$ cat src/rtl/assert_macros.svh
// assertion macros shared by the rtl
`ifndef ASSERT_MACROS_SVH
`define ASSERT_MACROS_SVH
// implication checked on every clock edge outside reset
`define ASSERT_IMP(label, clk, rst, ante, cons) \
   label: assert property (@(posedge clk) disable iff (rst) (ante) |-> (cons)) \
      else $error("assertion failed");
// implication whose consequent is checked in the cycle after the antecedent
`define ASSERT_NEXT(label, clk, rst, ante, cons) \
   label: assert property (@(posedge clk) disable iff (rst) (ante) |=> (cons)) \
      else $error("assertion failed");
`endif

$ cat src/rtl/frdc_pkg.sv
// shared constants and types of the flow classifier
package frdc_pkg;
   localparam int FLOW_ENTRIES = 1024;
   localparam int IDX_W = $clog2(FLOW_ENTRIES);
   localparam logic [31:0] CHECK_INTERVAL = 32'(64'd1000000000 >> 24);
   localparam logic [31:0] STALE_LIMIT = 32'((64'd30 * 64'd1000000000) >> 24);
   localparam int AVG_FRAC_BITS = 12;
   localparam logic [7:0] NO_CLASS = 8'hff;
   localparam logic [15:0] COUNT_MAX = 16'hffff;
   localparam logic [2:0] REG_BULK_TRIGGER = 3'd0;
   localparam logic [2:0] REG_BULK_HOLD = 3'd1;
   localparam logic [2:0] REG_BULK_CODE = 3'd2;
   localparam logic [2:0] REG_PRIO_CODE = 3'd3;
   localparam logic [2:0] REG_PRIO_LIMIT = 3'd4;

   typedef struct packed {
      logic [15:0] bulk_trigger_rate;
      logic [7:0]  bulk_hold_intervals;
      logic [7:0]  bulk_code;
      logic [7:0]  prio_code;
      logic [15:0] prio_length_limit;
   } cfg_type;

   // classified request handed from front to back
   typedef struct packed {
      logic        check;
      logic [31:0] flow_key;
      logic [31:0] now_units;
      logic [15:0] packet_length;
      logic [7:0]  class_in;
   } job_type;
endpackage

$ cat src/rtl/frdc_front.sv
// front end: decides whether a request needs a flow check, two-entry queue
module frdc_front (
   input  logic             clock,
   input  logic             reset,
   input  frdc_pkg::cfg_type cfg,
   input  logic             req_valid,
   output logic             req_ready,
   input  logic [31:0]      req_flow_key,
   input  logic [31:0]      req_now_units,
   input  logic [15:0]      req_packet_length,
   input  logic [7:0]       req_class_in,
   input  logic             req_default_marked,
   output logic             job_valid,
   input  logic             job_ready,
   output frdc_pkg::job_type job
);
   import frdc_pkg::*;

   job_type   q_ff [2];
   logic      wr_ff, rd_ff, wr_in, rd_in;
   logic [1:0] cnt_ff, cnt_in;
   job_type   j;
   logic      push, pop;

   always_comb begin
      j.check = req_default_marked &&
                (cfg.bulk_trigger_rate != 16'd0 || cfg.prio_length_limit != 16'd0);
      j.flow_key = req_flow_key;
      j.now_units = (req_now_units == 32'd0) ? 32'd1 : req_now_units;
      j.packet_length = req_packet_length;
      j.class_in = req_class_in;
   end

   assign req_ready = (cnt_ff != 2'd2);
   assign push = req_valid && req_ready;
   assign job_valid = (cnt_ff != 2'd0);
   assign pop = job_valid && job_ready;
   assign job = q_ff[rd_ff];
   assign wr_in = push ? ~wr_ff : wr_ff;
   assign rd_in = pop ? ~rd_ff : rd_ff;
   assign cnt_in = cnt_ff + {1'b0, push} - {1'b0, pop};

   always_ff @(posedge clock) begin
      if (reset) begin
         wr_ff <= 1'b0;
         rd_ff <= 1'b0;
         cnt_ff <= 2'd0;
      end else begin
         wr_ff <= wr_in;
         rd_ff <= rd_in;
         cnt_ff <= cnt_in;
      end
      if (push) q_ff[wr_ff] <= j;
   end
endmodule

$ cat config.mk
export PLATFORM = sky130hd
export DESIGN_NAME = frdc_front
export DESIGN_NICKNAME = d
export VERILOG_FILES = /design/src/rtl/assert_macros.svh /design/src/rtl/frdc_pkg.sv /design/src/rtl/frdc_front.sv
export SDC_FILE = /design/constraint.sdc
export NUM_CORES = 1
export LEC_CHECK = 0
export BUFFER_PORTS_ARGS = -buffer_cell sky130_fd_sc_hd__buf_4
export CORE_ASPECT_RATIO = 0.8
export CORE_MARGIN = 4
export CORE_UTILIZATION = 41
export DETAILED_ROUTE_END_ITERATION = 7
export PLACE_DENSITY = 0.68
export SYNTH_ARGS = -nofsm -noshare
export SYNTH_HDL_FRONTEND = slang
export SYNTH_SLANG_ARGS = --single-unit
$ cat constraint.sdc
create_clock -name clock -period 7 [get_ports clock]
set_clock_uncertainty 0.15 [all_clocks]
set_input_delay 0.7 -clock clock [delete_from_list [all_inputs] [get_ports clock]]
set_output_delay 0.7 -clock clock [all_outputs]
set_load 0.01 [all_outputs]
==> flow_metrics.env <==
export IMPL_finalMaxSlewViolations=0
export IMPL_power_density_nw_per_um2=321
export IMPL_outcome="finished, final reports clean"
export IMPL_critical_path_endpoint="job[77]"
export IMPL_rows=42
export IMPL_synth_seq_cells=183
export IMPL_switching_power_mw=0.748
export IMPL_internal_power_mw=2.23
export IMPL_critPathBufInv=2
export IMPL_die_area_um2=19200
export IMPL_async_flop_share=0
export IMPL_max_freq_ghz=0.304
export IMPL_netlist_area_um2=6970
export IMPL_die_w_um=154
export IMPL_p_clk_frac=0.312
export IMPL_timing_final_crit_share=0.469
export IMPL_cp_common_cell="buf_4"
export IMPL_path_class="register to output port"
export IMPL_drv_cap=0
export IMPL_cts_setup_buffers=0
export IMPL_r2r_start="cnt_ff[0]"
export IMPL_cts_resized=0
export IMPL_drt_antenna_violating_nets=0
export IMPL_h_tree_depth=4
export IMPL_crit_arrival_ns=2.43
export IMPL_hpwl_um=9650
export IMPL_path_clk_slew_ns=0.07
export IMPL_finalSetupTns_ns=0
export IMPL_ff2ff_path_depth=4
export IMPL_io_pins=240
export IMPL_path_depth=3
export IMPL_port_buffers=215
export IMPL_relSlewSlack=0.456
export IMPL_rsz0062_at_grt="no"
export IMPL_p_comb_frac=0.223
export IMPL_final_cell_area_um2=9280
export IMPL_fp_dieH_um=125
export IMPL_vdd_ir_drop_max_uv=179
export IMPL_cpMaxStageDelayCell="buf_4"
export IMPL_syn_to_final_growth_pct=33.2
export IMPL_diodes=0
export IMPL_cts_sinks=183
export IMPL_drcViolationCount=0
export IMPL_syn_nets=509
export IMPL_cp_start_kind="register"
export IMPL_yosysTopAreaCell="edfxtp_1"
export IMPL_dr_pass1_iters=4
export IMPL_utilization=0.559
export IMPL_num_vias=3793
export IMPL_gp_congestion=0.821
export IMPL_tightest_slew_ns=0.816
export IMPL_grt_pass1_vias=4026
export IMPL_p_leak_nw=3.48
export IMPL_yosys_warnings=0
export IMPL_drt_total_wl_um=14300
export IMPL_antenna_found_initial=0
export IMPL_final_hold_viol_count=0
export IMPL_end_kind="output port"
export IMPL_grt_overflow=0
export IMPL_first_iter_violations=144
export IMPL_slowest_delay_ns=0.71
export IMPL_grt_use_total=0.147
export IMPL_drive_gt1_frac=0.602
export IMPL_crit_fanout=51
export IMPL_layout_min_cycle_time_ns=3.28
export IMPL_worst_slack_ns=3.72
export IMPL_clk_path_buf_depth=2
export IMPL_synth_cell_types=29
export IMPL_syn_avg_cell_area_um2=19.4
export IMPL_layout_nets=705
export IMPL_yosysSeqAreaShare=0.781
export IMPL_holdWs_ns=0.312
export IMPL_tritoncts="yes"
export IMPL_nFillCells=1297
export IMPL_post_place_ws_ns=4.11
export IMPL_hold_path_class="input pin to register"
export IMPL_r2r_end="q_ff[0][74]"
export IMPL_dpl_instance_area_um2=8700
export IMPL_grt_max_degree=52
export IMPL_core_area_um2=16600
export IMPL_synth_top_area_frac=0.767
export IMPL_cts_made_buffers=17
export IMPL_reg2reg_setup_slack_ns=4.46
export IMPL_swShare=0.251
export IMPL_ctsHoldBuffers=0
export IMPL_synth_edf_count=178
export IMPL_wl_per_cell_um=18.1
export IMPL_synth_ff_type="edfxtp_1"
export IMPL_synthTopCellsByArea="edfxtp_1 (77%), mux2_2 (13%), mux2_4 (2.2%), clkbuf_1 (1.7%), dfxtp_1 (1.4%)"
export IMPL_vias_per_cell=4.81
export IMPL_crit_chain="buf_4, mux2_2, buf_4"
export IMPL_seqPwrFrac=0.466
export IMPL_min_path_cells=1
export IMPL_root_buffer="clkbuf_16"
export IMPL_critPathRequiredTime_ns=6.15
export IMPL_critPathTopFamily="buffers and inverters"
export IMPL_clk_latency_ns=0.42
export IMPL_setup_violations=0
export IMPL_initial_utilization=0.420
export IMPL_synthesis_instances=359
export IMPL_grt_pass1_wl_um=22000
## Yosys cell counts (2+ instances only)
| library cell | count |
|---|---|
| nor2b_1 | 2 |
| dfxtp_1 | 5 |
| nor2_1 | 5 |
| buf_2 | 7 |
| mux2_2 | 79 |
| mux2_4 | 10 |
| nor4_1 | 16 |
| nand4_1 | 4 |
| edfxtp_1 | 178 |
| clkbuf_1 | 31 |
| o21ai_0 | 2 |
| buf_6 | 3 |
## kinds of logic after synthesis
family                   share of synthesized area
multiplexers                                 0.151
AO/OA/AOI/OAI                              0.00952
flip-flops                                   0.781
adder cells (fa/ha/maj)                    0.00180
buffers and inverters                       0.0271
XOR/XNOR                                   0.00126
AND/OR/NAND/NOR                             0.0280
## state kept, by name, indices dropped and copies added (netlist names), named ones only
signal and flops:
q_ff 178, rd_ff 1, cnt_ff 2, wr_ff 1
## metal layers
| metal | routed length (µm) | vias to the layer above | global-route usage |
|---|---|---|---|
| li1 | - | 1776 | - |
| met1 | 6480 | 1867 | 0.202 |
| met2 | 6620 | 134 | 0.223 |
| met3 | 1040 | 16 | 0.0531 |
| met4 | 146 | 0 | 0.0395 |
| met5 | 0 | - | 0 |
## final cells by class
type	instances	area, µm²	share of cell area
Inverter	1	5.00	0.000539
Sequential cell	183	5450	0.587
Multi-Input combinational cell	134	1340	0.144
Clock buffer	19	433	0.0466
Clock inverter	13	146	0.0158
Timing Repair Buffer	218	1640	0.176
Tap cell	220	275	0.0296
## how the worst min path moves through the flow
stage / start / slack [ns] / endpoint
final: req_packet_length[14] / 0.31 / q_ff[1][22]
after global routing: req_class_in[5] / 0.28 / q_ff[1][5]
after CTS: req_flow_key[22] / 0.29 / q_ff[1][78]
after detailed placement: rd_ff / 0.34 / register
after global placement: rd_ff / 0.34 / rd_ff
after floorplan: rd_ff / 0.32 / register
## cells in the final DEF (no fill, tap or decap), drive strengths merged, types with 2 or more instances in the layout
| master | synthesis | routed |
|---|---|---|
| o21ai | 2 | 2 |
| inv | 1 | 3 |
| nand4 | 4 | 4 |
| mux2 | 90 | 90 |
| nor4 | 16 | 16 |
| dfxtp | 5 | 5 |
| clkinv | 0 | 7 |
| bufinv | 0 | 2 |
| buf | 10 | 218 |
| clkbuf | 31 | 19 |
| nor2 | 5 | 5 |
| clkinvlp | 0 | 2 |
| nor2b | 2 | 2 |
| edfxtp | 178 | 178 |
| a21bo | 2 | 2 |
## metrics by stage
stage	instances	total power, mW
after floorplan	359	1.77
after CTS	788	3.01
after global routing	788	3.12
after global placement	756	2.07
final	788	2.98
after detailed placement	756	2.08
## power groups by stage
stage | clock (mW) | combinational, mW | sequential [mW]
after floorplan | 0 | 0.384 | 1.38
after global placement | 0 | 0.667 | 1.41
after detailed placement | 0 | 0.671 | 1.41
after CTS | 0.947 | 0.675 | 1.39
after global routing | 1.00 | 0.713 | 1.40
final | 0.928 | 0.663 | 1.39
Power figures use the tool's default switching activity.
